File: src/rtl/prqs_pkg.sv
`default_nettype none
package prqs_pkg;

  localparam int NUM_TASKS     = 16;
  localparam int NUM_LEVELS    = 4;
  localparam int NUM_STATES    = 6;
  localparam int NUM_QUEUES    = NUM_STATES * NUM_LEVELS;
  localparam int DEFAULT_LEVEL = (NUM_LEVELS - 1) < 3 ? (NUM_LEVELS - 1) : 3;

  localparam int MODE_W = 3;
  localparam int PID_W  = 4;
  localparam int ST_W   = 3;
  localparam int LVL_W  = 3;
  localparam int Q_W    = $clog2(NUM_QUEUES);

  // Process states
  localparam logic [ST_W-1:0] ST_NEW   = ST_W'(0);
  localparam logic [ST_W-1:0] ST_READY = ST_W'(1);
  localparam logic [ST_W-1:0] ST_RUN   = ST_W'(2);
  localparam logic [ST_W-1:0] ST_BLK0  = ST_W'(3);

  typedef enum logic [MODE_W-1:0] {
    MODE_ADMIT     = 3'd0,
    MODE_BLOCK     = 3'd1,
    MODE_UNBLK_BST = 3'd2,
    MODE_UNBLK_PID = 3'd3,
    MODE_YIELD     = 3'd4,
    MODE_SET_PRIO  = 3'd5,
    MODE_READ_PRIO = 3'd6
  } mode_e;

  typedef enum logic [3:0] {
    S_IDLE, S_EXEC, S_UB2, S_UP2, S_SP2, S_CHK, S_REL1, S_REL2, S_RESP
  } fsm_e;

  typedef enum logic [3:0] {
    U_NONE, U_LATCH, U_ERR, U_ADMIT, U_BLOCK, U_UB_POP, U_UB_PUSH, U_UP_UNLINK,
    U_UP_PUSH, U_SP_UNLINK, U_SP_PUSH, U_SP_SET, U_READ, U_REQUEUE, U_PICK
  } uop_e;

  typedef enum logic [1:0] {Q_NONE, Q_PUSH, Q_POP, Q_UNLINK} qop_e;

  typedef struct packed {
    uop_e uop;
  } ctrl_t;

  typedef struct packed {
    logic [MODE_W-1:0] mode;
    logic              err;
    logic              ub_empty;
    logic              pre;
    logic              up_skip;
    logic              up_urgent;
    logic              sp_nop;
    logic              sp_move;
    logic              beats;
  } stat_t;

  function automatic logic [Q_W-1:0] qid(input logic [ST_W-1:0] s,
                                         input logic [LVL_W-1:0] l);
    int q;
    q = int'(s) * NUM_LEVELS + int'(l);
    if (int'(s) >= NUM_STATES || int'(l) >= NUM_LEVELS) q = 0;
    return Q_W'(q);
  endfunction

endpackage
`default_nettype wire

File: src/rtl/priority_ready_queue_scheduler.sv
// The command sequencer steps from the start transfer to the result strobe on done_o,
// with at most one queue link update per step (preemption adds two steps: requeue,
// then pick). A new command is taken only when idle; busy stays high until the result
// strobe.
// The result is shown for one cycle on done_o; the receiver cannot stall.
// Reset: asynchronous, active low; idle process runs, all processes new, queues empty.
`default_nettype none
module priority_ready_queue_scheduler (
  input  wire logic                        clk_i,
  input  wire logic                        rst_ni,
  input  wire logic                        start,
  output logic                             busy,
  input  wire logic [prqs_pkg::MODE_W-1:0] mode_i,
  input  wire logic [prqs_pkg::PID_W-1:0]  pid_i,
  input  wire logic [prqs_pkg::ST_W-1:0]   target_state_i,
  input  wire logic [prqs_pkg::LVL_W-1:0]  level_i,
  output logic                             done_o,
  output logic [prqs_pkg::PID_W-1:0]       running_pid_o,
  output logic                             status_o,
  output logic [prqs_pkg::LVL_W-1:0]       read_level_o,
  output logic                             switched_o
);

  prqs_pkg::ctrl_t ctrl;
  prqs_pkg::stat_t stat;

  prqs_ctrl u_ctrl (
    .clk_i  (clk_i),
    .rst_ni (rst_ni),
    .start  (start),
    .busy   (busy),
    .done_o (done_o),
    .stat_i (stat),
    .ctrl_o (ctrl)
  );

  prqs_dpath u_dpath (
    .clk_i          (clk_i),
    .rst_ni         (rst_ni),
    .mode_i         (mode_i),
    .pid_i          (pid_i),
    .target_state_i (target_state_i),
    .level_i        (level_i),
    .ctrl_i         (ctrl),
    .stat_o         (stat),
    .running_pid_o  (running_pid_o),
    .status_o       (status_o),
    .read_level_o   (read_level_o),
    .switched_o     (switched_o)
  );

endmodule
`default_nettype wire

File: src/rtl/prqs_ctrl.sv
`default_nettype none
module prqs_ctrl (
  input  wire logic           clk_i,
  input  wire logic           rst_ni,
  input  wire logic           start,
  output logic                busy,
  output logic                done_o,
  input  wire prqs_pkg::stat_t stat_i,
  output prqs_pkg::ctrl_t     ctrl_o
);

  prqs_pkg::fsm_e state_q, state_d;

  always_ff @(posedge clk_i or negedge rst_ni) begin
    if (!rst_ni) begin
      state_q <= prqs_pkg::S_IDLE;
    end else begin
      state_q <= state_d;
    end
  end

  always_comb begin
    state_d = state_q;
    unique case (state_q)
      prqs_pkg::S_IDLE: if (start) state_d = prqs_pkg::S_EXEC;
      prqs_pkg::S_EXEC: begin
        if (stat_i.err) begin
          state_d = prqs_pkg::S_RESP;
        end else begin
          unique case (stat_i.mode)
            prqs_pkg::MODE_ADMIT:     state_d = prqs_pkg::S_CHK;
            prqs_pkg::MODE_BLOCK:     state_d = prqs_pkg::S_REL2;
            prqs_pkg::MODE_UNBLK_BST:
              state_d = stat_i.ub_empty ? prqs_pkg::S_RESP : prqs_pkg::S_UB2;
            prqs_pkg::MODE_UNBLK_PID:
              state_d = stat_i.up_skip ? prqs_pkg::S_RESP : prqs_pkg::S_UP2;
            prqs_pkg::MODE_YIELD:     state_d = prqs_pkg::S_REL2;
            prqs_pkg::MODE_SET_PRIO: begin
              if (stat_i.sp_nop)       state_d = prqs_pkg::S_RESP;
              else if (stat_i.sp_move) state_d = prqs_pkg::S_SP2;
              else                     state_d = prqs_pkg::S_CHK;
            end
            default:                  state_d = prqs_pkg::S_RESP;
          endcase
        end
      end
      prqs_pkg::S_UB2:  state_d = stat_i.pre ? prqs_pkg::S_REL1 : prqs_pkg::S_RESP;
      prqs_pkg::S_UP2:  state_d = stat_i.up_urgent ? prqs_pkg::S_REL1 : prqs_pkg::S_RESP;
      prqs_pkg::S_SP2:  state_d = prqs_pkg::S_CHK;
      prqs_pkg::S_CHK:  state_d = stat_i.beats ? prqs_pkg::S_REL1 : prqs_pkg::S_RESP;
      prqs_pkg::S_REL1: state_d = prqs_pkg::S_REL2;
      prqs_pkg::S_REL2: state_d = prqs_pkg::S_RESP;
      prqs_pkg::S_RESP: state_d = prqs_pkg::S_IDLE;
      default:          state_d = prqs_pkg::S_IDLE;
    endcase
  end

  always_comb begin
    ctrl_o.uop = prqs_pkg::U_NONE;
    busy       = (state_q != prqs_pkg::S_IDLE);
    done_o     = 1'b0;
    unique case (state_q)
      prqs_pkg::S_IDLE: if (start) ctrl_o.uop = prqs_pkg::U_LATCH;
      prqs_pkg::S_EXEC: begin
        if (stat_i.err) begin
          ctrl_o.uop = prqs_pkg::U_ERR;
        end else begin
          unique case (stat_i.mode)
            prqs_pkg::MODE_ADMIT:     ctrl_o.uop = prqs_pkg::U_ADMIT;
            prqs_pkg::MODE_BLOCK:     ctrl_o.uop = prqs_pkg::U_BLOCK;
            prqs_pkg::MODE_UNBLK_BST:
              if (!stat_i.ub_empty) ctrl_o.uop = prqs_pkg::U_UB_POP;
            prqs_pkg::MODE_UNBLK_PID:
              if (!stat_i.up_skip) ctrl_o.uop = prqs_pkg::U_UP_UNLINK;
            prqs_pkg::MODE_YIELD:     ctrl_o.uop = prqs_pkg::U_REQUEUE;
            prqs_pkg::MODE_SET_PRIO: begin
              if (stat_i.sp_nop)       ctrl_o.uop = prqs_pkg::U_NONE;
              else if (stat_i.sp_move) ctrl_o.uop = prqs_pkg::U_SP_UNLINK;
              else                     ctrl_o.uop = prqs_pkg::U_SP_SET;
            end
            prqs_pkg::MODE_READ_PRIO: ctrl_o.uop = prqs_pkg::U_READ;
            default:                  ctrl_o.uop = prqs_pkg::U_NONE;
          endcase
        end
      end
      prqs_pkg::S_UB2:  ctrl_o.uop = prqs_pkg::U_UB_PUSH;
      prqs_pkg::S_UP2:  ctrl_o.uop = prqs_pkg::U_UP_PUSH;
      prqs_pkg::S_SP2:  ctrl_o.uop = prqs_pkg::U_SP_PUSH;
      prqs_pkg::S_CHK:  ctrl_o.uop = prqs_pkg::U_NONE;
      prqs_pkg::S_REL1: ctrl_o.uop = prqs_pkg::U_REQUEUE;
      prqs_pkg::S_REL2: ctrl_o.uop = prqs_pkg::U_PICK;
      prqs_pkg::S_RESP: done_o     = 1'b1;
      default:          ctrl_o.uop = prqs_pkg::U_NONE;
    endcase
  end

endmodule
`default_nettype wire

File: src/rtl/prqs_dpath.sv
`default_nettype none
module prqs_dpath (
  input  wire logic                          clk_i,
  input  wire logic                          rst_ni,
  input  wire logic [prqs_pkg::MODE_W-1:0]   mode_i,
  input  wire logic [prqs_pkg::PID_W-1:0]    pid_i,
  input  wire logic [prqs_pkg::ST_W-1:0]     target_state_i,
  input  wire logic [prqs_pkg::LVL_W-1:0]    level_i,
  input  wire prqs_pkg::ctrl_t               ctrl_i,
  output prqs_pkg::stat_t                    stat_o,
  output logic [prqs_pkg::PID_W-1:0]         running_pid_o,
  output logic                               status_o,
  output logic [prqs_pkg::LVL_W-1:0]         read_level_o,
  output logic                               switched_o
);

  localparam int NT = prqs_pkg::NUM_TASKS;
  localparam int NL = prqs_pkg::NUM_LEVELS;
  localparam int NQ = prqs_pkg::NUM_QUEUES;
  localparam int PW = prqs_pkg::PID_W;
  localparam int SW = prqs_pkg::ST_W;
  localparam int LW = prqs_pkg::LVL_W;
  localparam int QW = prqs_pkg::Q_W;

  // Latched command
  logic [prqs_pkg::MODE_W-1:0] mode_q;
  logic [PW-1:0] pid_q, mv_q, before_q;
  logic [SW-1:0] ts_q;
  logic [LW-1:0] lv_q, rd_q;
  logic          status_q, pre_q;

  logic [PW-1:0] running_q;
  logic [SW-1:0] pstate_q [NT];
  logic [LW-1:0] plevel_q [NT];
  logic [NQ-1:0] ne_q;
  // Links and queue ends are undefined until written
  logic [PW-1:0] older_q  [NT];
  logic [PW-1:0] newer_q  [NT];
  logic [PW-1:0] oldest_q [NQ];
  logic [PW-1:0] newest_q [NQ];

  logic          blocked_ts, pid_ok, user_ok, lv_ok;
  logic [LW-1:0] lvl_cur, lvl_pid, lvl_mv;
  logic [SW-1:0] st_pid;
  logic [NL-1:0] ts_ne, rdy_ne;
  logic [LW-1:0] ts_best, rdy_best;
  logic          ts_any, rdy_any, pre, beats;

  prqs_pkg::qop_e q_op;
  logic [QW-1:0]  q_idx;
  logic [PW-1:0]  q_pid;
  logic           q_ne;
  logic [PW-1:0]  q_old, q_new, u_o, u_n, pop_nxt;

  assign lvl_cur = plevel_q[running_q];
  assign lvl_pid = plevel_q[pid_q];
  assign lvl_mv  = plevel_q[mv_q];
  assign st_pid  = pstate_q[pid_q];

  assign blocked_ts = (ts_q >= prqs_pkg::ST_BLK0) && (int'(ts_q) < prqs_pkg::NUM_STATES);
  assign pid_ok     = int'(pid_q) < NT;
  assign user_ok    = pid_ok && (pid_q != '0);
  assign lv_ok      = int'(lv_q) < NL;

  always_comb begin
    ts_best  = '0;
    rdy_best = '0;
    pre      = 1'b0;
    beats    = 1'b0;
    for (int l = 0; l < NL; l++) begin
      ts_ne[l]  = blocked_ts && ne_q[prqs_pkg::qid(ts_q, LW'(l))];
      rdy_ne[l] = ne_q[prqs_pkg::qid(prqs_pkg::ST_READY, LW'(l))];
      if (ts_ne[l] && LW'(l) < lvl_cur)  pre   = 1'b1;
      if (rdy_ne[l] && LW'(l) < lvl_cur) beats = 1'b1;
    end
    for (int l = NL - 1; l >= 0; l--) begin
      if (ts_ne[l])  ts_best  = LW'(l);
      if (rdy_ne[l]) rdy_best = LW'(l);
    end
  end
  assign ts_any  = |ts_ne;
  assign rdy_any = |rdy_ne;

  always_comb begin
    stat_o.mode      = mode_q;
    stat_o.ub_empty  = !ts_any;
    stat_o.pre       = pre_q;
    stat_o.up_skip   = (st_pid != ts_q);
    stat_o.up_urgent = lvl_pid < lvl_cur;
    stat_o.sp_nop    = (pid_q == '0) && (int'(lv_q) == NL);
    stat_o.sp_move   = (pid_q != running_q) && (st_pid != prqs_pkg::ST_NEW) &&
                       (st_pid != prqs_pkg::ST_RUN);
    stat_o.beats     = beats;
    unique case (mode_q)
      prqs_pkg::MODE_ADMIT:
        stat_o.err = !user_ok || !lv_ok || (st_pid != prqs_pkg::ST_NEW);
      prqs_pkg::MODE_BLOCK:     stat_o.err = (running_q == '0) || !blocked_ts;
      prqs_pkg::MODE_UNBLK_BST: stat_o.err = !blocked_ts;
      prqs_pkg::MODE_UNBLK_PID: stat_o.err = !user_ok || !blocked_ts;
      prqs_pkg::MODE_YIELD:     stat_o.err = 1'b0;
      prqs_pkg::MODE_SET_PRIO:  stat_o.err = !stat_o.sp_nop && (!user_ok || !lv_ok);
      prqs_pkg::MODE_READ_PRIO: stat_o.err = !pid_ok;
      default:                  stat_o.err = 1'b1;
    endcase
  end

  // One queue primitive per cycle
  always_comb begin
    q_op  = prqs_pkg::Q_NONE;
    q_idx = '0;
    q_pid = pid_q;
    unique case (ctrl_i.uop)
      prqs_pkg::U_ADMIT: begin
        q_op  = prqs_pkg::Q_PUSH;
        q_idx = prqs_pkg::qid(prqs_pkg::ST_READY, lv_q);
      end
      prqs_pkg::U_BLOCK: begin
        q_op  = prqs_pkg::Q_PUSH;
        q_idx = prqs_pkg::qid(ts_q, lvl_cur);
        q_pid = running_q;
      end
      prqs_pkg::U_UB_POP: begin
        q_op  = prqs_pkg::Q_POP;
        q_idx = prqs_pkg::qid(ts_q, ts_best);
      end
      prqs_pkg::U_UB_PUSH: begin
        q_op  = prqs_pkg::Q_PUSH;
        q_idx = prqs_pkg::qid(prqs_pkg::ST_READY, lvl_mv);
        q_pid = mv_q;
      end
      prqs_pkg::U_UP_UNLINK: begin
        q_op  = prqs_pkg::Q_UNLINK;
        q_idx = prqs_pkg::qid(ts_q, lvl_pid);
      end
      prqs_pkg::U_UP_PUSH: begin
        q_op  = prqs_pkg::Q_PUSH;
        q_idx = prqs_pkg::qid(prqs_pkg::ST_READY, lvl_pid);
      end
      prqs_pkg::U_SP_UNLINK: begin
        q_op  = prqs_pkg::Q_UNLINK;
        q_idx = prqs_pkg::qid(st_pid, lvl_pid);
      end
      prqs_pkg::U_SP_PUSH: begin
        q_op  = prqs_pkg::Q_PUSH;
        q_idx = prqs_pkg::qid(st_pid, lv_q);
      end
      prqs_pkg::U_REQUEUE: begin
        if (running_q != '0) q_op = prqs_pkg::Q_PUSH;
        q_idx = prqs_pkg::qid(prqs_pkg::ST_READY, lvl_cur);
        q_pid = running_q;
      end
      prqs_pkg::U_PICK: begin
        if (rdy_any) q_op = prqs_pkg::Q_POP;
        q_idx = prqs_pkg::qid(prqs_pkg::ST_READY, rdy_best);
      end
      default: q_op = prqs_pkg::Q_NONE;
    endcase
  end

  assign q_ne    = ne_q[q_idx];
  assign q_old   = oldest_q[q_idx];
  assign q_new   = newest_q[q_idx];
  assign u_o     = older_q[q_pid];
  assign u_n     = newer_q[q_pid];
  assign pop_nxt = newer_q[q_old];

  always_ff @(posedge clk_i) begin
    unique case (q_op)
      prqs_pkg::Q_PUSH: begin
        if (q_ne) begin
          newer_q[q_new] <= q_pid;
          older_q[q_pid] <= q_new;
        end else begin
          oldest_q[q_idx] <= q_pid;
        end
        newest_q[q_idx] <= q_pid;
      end
      prqs_pkg::Q_POP: if (q_new != q_old) oldest_q[q_idx] <= pop_nxt;
      prqs_pkg::Q_UNLINK: begin
        if (q_ne) begin
          priority if (q_old == q_pid && q_new == q_pid) begin
          end else if (q_old == q_pid) begin
            oldest_q[q_idx] <= u_n;
          end else if (q_new == q_pid) begin
            newest_q[q_idx] <= u_o;
          end else begin
            newer_q[u_o] <= u_n;
            older_q[u_n] <= u_o;
          end
        end
      end
      default: ;
    endcase

    unique case (ctrl_i.uop)
      prqs_pkg::U_LATCH: begin
        mode_q   <= mode_i;
        pid_q    <= pid_i;
        ts_q     <= target_state_i;
        lv_q     <= level_i;
        before_q <= running_q;
        status_q <= 1'b0;
        rd_q     <= '0;
      end
      prqs_pkg::U_ERR:    status_q <= 1'b1;
      prqs_pkg::U_READ:   rd_q     <= lvl_pid;
      prqs_pkg::U_UB_POP: begin
        mv_q  <= q_old;
        pre_q <= pre;
      end
      default: ;
    endcase
  end

  always_ff @(posedge clk_i or negedge rst_ni) begin
    if (!rst_ni) begin
      running_q <= '0;
      ne_q      <= '0;
      for (int i = 0; i < NT; i++) begin
        pstate_q[i] <= prqs_pkg::ST_NEW;
        plevel_q[i] <= (i == 0) ? LW'(NL) : LW'(prqs_pkg::DEFAULT_LEVEL);
      end
    end else begin
      unique case (q_op)
        prqs_pkg::Q_PUSH: ne_q[q_idx] <= 1'b1;
        prqs_pkg::Q_POP:  if (q_new == q_old) ne_q[q_idx] <= 1'b0;
        prqs_pkg::Q_UNLINK:
          if (q_ne && q_old == q_pid && q_new == q_pid) ne_q[q_idx] <= 1'b0;
        default: ;
      endcase
      unique case (ctrl_i.uop)
        prqs_pkg::U_ADMIT: begin
          plevel_q[pid_q] <= lv_q;
          pstate_q[pid_q] <= prqs_pkg::ST_READY;
        end
        prqs_pkg::U_BLOCK:   pstate_q[running_q] <= ts_q;
        prqs_pkg::U_UB_PUSH: pstate_q[mv_q]      <= prqs_pkg::ST_READY;
        prqs_pkg::U_UP_PUSH: pstate_q[pid_q]     <= prqs_pkg::ST_READY;
        prqs_pkg::U_SP_PUSH: plevel_q[pid_q]     <= lv_q;
        prqs_pkg::U_SP_SET:  plevel_q[pid_q]     <= lv_q;
        prqs_pkg::U_REQUEUE:
          if (running_q != '0) pstate_q[running_q] <= prqs_pkg::ST_READY;
        prqs_pkg::U_PICK: begin
          // Idle runs when no ready queue holds a process
          if (rdy_any) begin
            running_q       <= q_old;
            pstate_q[q_old] <= prqs_pkg::ST_RUN;
          end else begin
            running_q <= '0;
          end
        end
        default: ;
      endcase
    end
  end

  assign running_pid_o = running_q;
  assign status_o      = status_q;
  assign read_level_o  = rd_q;
  assign switched_o    = (running_q != before_q);

endmodule
`default_nettype wire

File: config.mk
export PLATFORM = sky130hd
export DESIGN_NAME = priority_ready_queue_scheduler
export DESIGN_NICKNAME = d
export VERILOG_FILES = /design/src/rtl/prqs_pkg.sv /design/src/rtl/priority_ready_queue_scheduler.sv /design/src/rtl/prqs_ctrl.sv /design/src/rtl/prqs_dpath.sv
export SDC_FILE = /design/constraint.sdc
export NUM_CORES = 1
export LEC_CHECK = 0
export ABC_AREA = 1
export BUFFER_PORTS_ARGS = -buffer_cell sky130_fd_sc_hd__buf_4
export CAP_MARGIN = 30
export CORE_ASPECT_RATIO = 1.5
export CORE_MARGIN = 2
export CORE_UTILIZATION = 64
export DETAILED_ROUTE_END_ITERATION = 7
export GPL_ROUTABILITY_DRIVEN = 0
export PLACE_DENSITY = 0.78
export SLEW_MARGIN = 10
export SYNTH_ARGS = -nofsm -noshare
export SYNTH_HDL_FRONTEND = slang
export SYNTH_SLANG_ARGS = --single-unit
File: constraint.sdc
create_clock -name clk_i -period 13.4 [get_ports clk_i]
set_input_delay 2.68 -clock clk_i [delete_from_list [all_inputs] [get_ports clk_i]]
set_output_delay 2.68 -clock clk_i [all_outputs]
set_load 0.02 [all_outputs]
==> summary.md <==
| Metric | Value |
|---|---|
| Outcome | `complete, but fails checks` |
| Violated checks | `design-rule violations` |
| Relative slew margins | `0.308` |
| CP Capture Type | `flop` |
| Via count of the first global-routing pass | `23400` |
| Insertion delay of the later-clocked pin in the worst-skew pair | `0.60 ns` |
| Maximum number of pins on one net before global-route repair | `about 110` |
| Proportion of power drawn by flip-flops and latches | `0.299` |
| Top-level I/O count | `27` |
| Static leakage power | `12.4 nW` |
| FF+latch count, synth | `474` |
| Portion of total power attributed to combinational logic | `0.530` |
| Most frequent cells in the layout | `sky130_fd_sc_hd__nand2_1, sky130_fd_sc_hd__inv_1, sky130_fd_sc_hd__edfxtp_1` |
| Most common cell after layout, fill and taps aside | `sky130_fd_sc_hd__nand2_1` |
| Number of H-tree branching levels | `2` |
| Setup TNS | `0 ns` |
| Number of antenna violations at the first check in global routing | `1` |
| Clk buf depth | `3` |
| Total wire length after detailed routing | `between 80000 and 90000 um` |
| Slew at the pin closest to its max-slew limit | `1.04 ns` |
| Fin util | `0.694` |
| Detail Placement HPWL | `55000 um` |
| Final period util | `0.668` |
| Crit path largest cell delay | `between 1 and 1.5 ns` |
| Class of the worst hold path | `reg2reg` |
| Floorplan core area | `about 0.042 mm2` |
| GRT Total Usage | `0.385` |
| Quantity of I/O buffers inserted on ports | `26` |
| Placed Area | `0.0274 mm2` |
| Maximum fanout count along the critical path | `98` |
| Die span in y | `between 200 and 300 um` |
| Worst Path Class, Setup | `reg2reg` |
| Post-layout nets | `~3300` |
| Worst clock skew | `0.0312 ns` |
| Highest ir drop seen on vdd | `0.000192 V` |
| Post-route DRC | `13` |
| Per-cell via count in the routed design | `6.26` |
| Most frequent cell on the critical path | `sky130_fd_sc_hd__nand2_1` |
| Hold-fix buffers at CTS | `0` |
| Switching power as a share of total power | `0.500` |
| Cell Pwr Density | `262 mW/mm2` |
| Clock transition at path regs | `0.07 ns` |
| Area overhead of the layout relative to synthesis | `7.42%` |
| Crit path arrival time | `9.21 ns` |
| Effective utilization at floorplan | `0.646` |
| Number of buffers created by CTS | `45` |
| Summed area of non-filler cells in the final layout | `0.0291 mm2` |
| Syn nets | `3362` |
| CTS-repair resized insts | `0` |
| Post CTS Setup Buffer Count | `0` |
| Sort of element at the start of the critical path | `flop` |
| # rows | `92` |
| Number of violations reported at the end of detailed-routing iteration 0 | `3228` |
| Number of enable-type register cells in the synthesized netlist | `about 350` |
| Final worst path period need | `approximately 9.0 ns` |
| Clock Sink Count | `474` |
| Die footprint | `0.0440 mm2` |
| Count of endpoints failing hold in the final timing report | `0` |
| Post-detailed-route wirelength per cell | `21.5 um` |
| Fmax | `~110 MHz` |
| Switching pwr | `approximately 3.8 mW` |
| Width of the chip | `approximately 170 um` |
| Share of power burned in the clock network | `0.170` |
| Dominant register cell in the synthesized netlist | `sky130_fd_sc_hd__edfxtp_1` |
| Fraction of final layout cells with drive strength greater than 1 | `0.0872` |
| Yosys synthesis warning count | `0` |
| # diodes | `0` |
| Internal Power | `3.80 mW` |
| Global route overflow | `0` |
| Seq/Total Area, Yosys | `0.503` |
| Post-synthesis average cell area | `8.12 um2` |
| Asr flop ratio synth | `0.270` |
| Final Slew Violations | `0` |
| Clock tree root driver cell | `sky130_fd_sc_hd__clkbuf_16` |
| Count of max-cap constraint violations | `0` |
| Cell type of the slowest stage on the worst timing path | `sky130_fd_sc_hd__edfxtp_1` |
| Cells after Synth | `3336` |
| Final number of setup-violating endpoints | `0` |
| Count of TritonRoute iterations in the first routing pass | `8` |
| Distinct cell type count after synthesis | `58` |
| Post-Syn Area | `0.0271 mm2` |
| TritonCTS clock tree | `done` |
| Post-DRT Antenna Nets | `0` |
| CP Data Required Time | `13.66 ns` |
| Count of vias placed by the detailed router | `approximately 24000` |
| Setup repair after global routing missed its margin | `no` |
| R2R setup slack | `4.45 ns` |
| First-pass GRT wire length | `129000 um` |
metal layers:
| layer | up-vias | share of wire | GRT usage |
|---|---|---|---|
| met5 | - | 0 | 0.0126 |
| met3 | 510 | 0.10 | 0.124 |
| li1 | 11100 | - | - |
| met2 | 1510 | 0.46 | 0.597 |
| met1 | 11300 | 0.34 | 0.428 |
| met4 | 0 | 0.097 | 0.321 |
registers in the layout (all words and copies together) (netlist names), 4 cells and up, named ones only:
register               flops
u_ctrl.state_q             4
u_dpath.before_q           4
u_dpath.mv_q               4
u_dpath.newer_q           64
u_dpath.newest_q          96
u_dpath.older_q           64
u_dpath.oldest_q          96
u_dpath.pid_q              4
u_dpath.plevel_q          48
u_dpath.pstate_q          48
u_dpath.running_pid_o      4
cell families after synthesis:
group                      after synthesis  share of synthesized area
and+or+nand+nor                       1629                      0.257
muxes                                    9                    0.00333
adders and majority gates               10                    0.00462
DFF                                    474                      0.503
xor gates and xnor gates                14                    0.00453
AOI/OAI and AO/OA                      606                      0.135
buffers and inverters                  594                     0.0915
synthesized netlist by cell type (all sizes together) (44+ instances only):
master | n | area (um2)
nand2 | 999 | 3830
inv | 440 | 1650
edfxtp | 346 | 10400
nor2 | 339 | 1380
o21ai | 302 | 1530
nand3 | 150 | 816
dfrtp | 97 | 2430
a21oi | 86 | 438
buf | 81 | 547
nand4 | 77 | 500
clkbuf | 69 | 262
a22oi | 55 | 413
o221ai | 47 | 412
nor3 | 44 | 320
power by group through the flow:
| stage | Combinational [mW] | Clock, mW | Sequential (mW) |
|---|---|---|---|
| 4_1_cts | 3.85 | 1.30 | 2.27 |
| 3_3_place_gp | 3.72 | 0 | 2.29 |
| 5_1_grt | 4.38 | 1.35 | 2.30 |
| 6_report | 4.04 | 1.29 | 2.28 |
| 3_5_place_dp | 3.82 | 0 | 2.29 |
| 2_1_floorplan | 2.71 | 0 | 2.23 |
worst paths after layout:
| kind | start | depth (start not counted) | endpoint |
|---|---|---|---|
| max in group asynchronous | rst_ni | 2 | u_dpath.pstate_q[3] |
| hold / removal | flop | 2 | flop |
| setup / recovery | u_dpath.ts_q[0] | 32 | u_dpath.newer_q[10][1] |
| min in group asynchronous | rst_ni | 1 | u_dpath.plevel_q[29] |
| hold reg to reg | flop | 2 | flop |
| setup reg to reg | u_dpath.ts_q[0] | 32 | u_dpath.newer_q[10][1] |
layout make-up:
class | instances | area, um2
inverter | 444 | 1670
clock inverter | 14 | 176
timing repair buffer | 67 | 589
sequential | 474 | 13600
tap | 564 | 706
clock buffer | 69 | 1310
multi-input combinational | 2268 | 11000
fill | 3299 | 12800
through the flow:
stage	setup slack [ns]	power [mW]	std cells	hold WS (ns)
3_5_place_dp	4.35	6.12	3807	0.465
2_1_floorplan	7.24	4.94	3336	0.442
4_1_cts	4.73	7.41	3890	0.481
6_report	4.45	7.61	3900	0.481
3_3_place_gp	4.53	6.00	3804	0.457
5_1_grt	3.80	8.02	3900	0.499
critical path: cells and delay by family (launching register included):
| family | cells | cell delay, ns |
|---|---|---|
| flip-flops | 1 | 1.03 |
| buffers and inverters | 4 | 1.38 |
| AND/OR/NAND/NOR | 26 | 5.31 |
| AO/OA/AOI/OAI | 2 | 0.72 |
(Power assumes the default switching activity.)
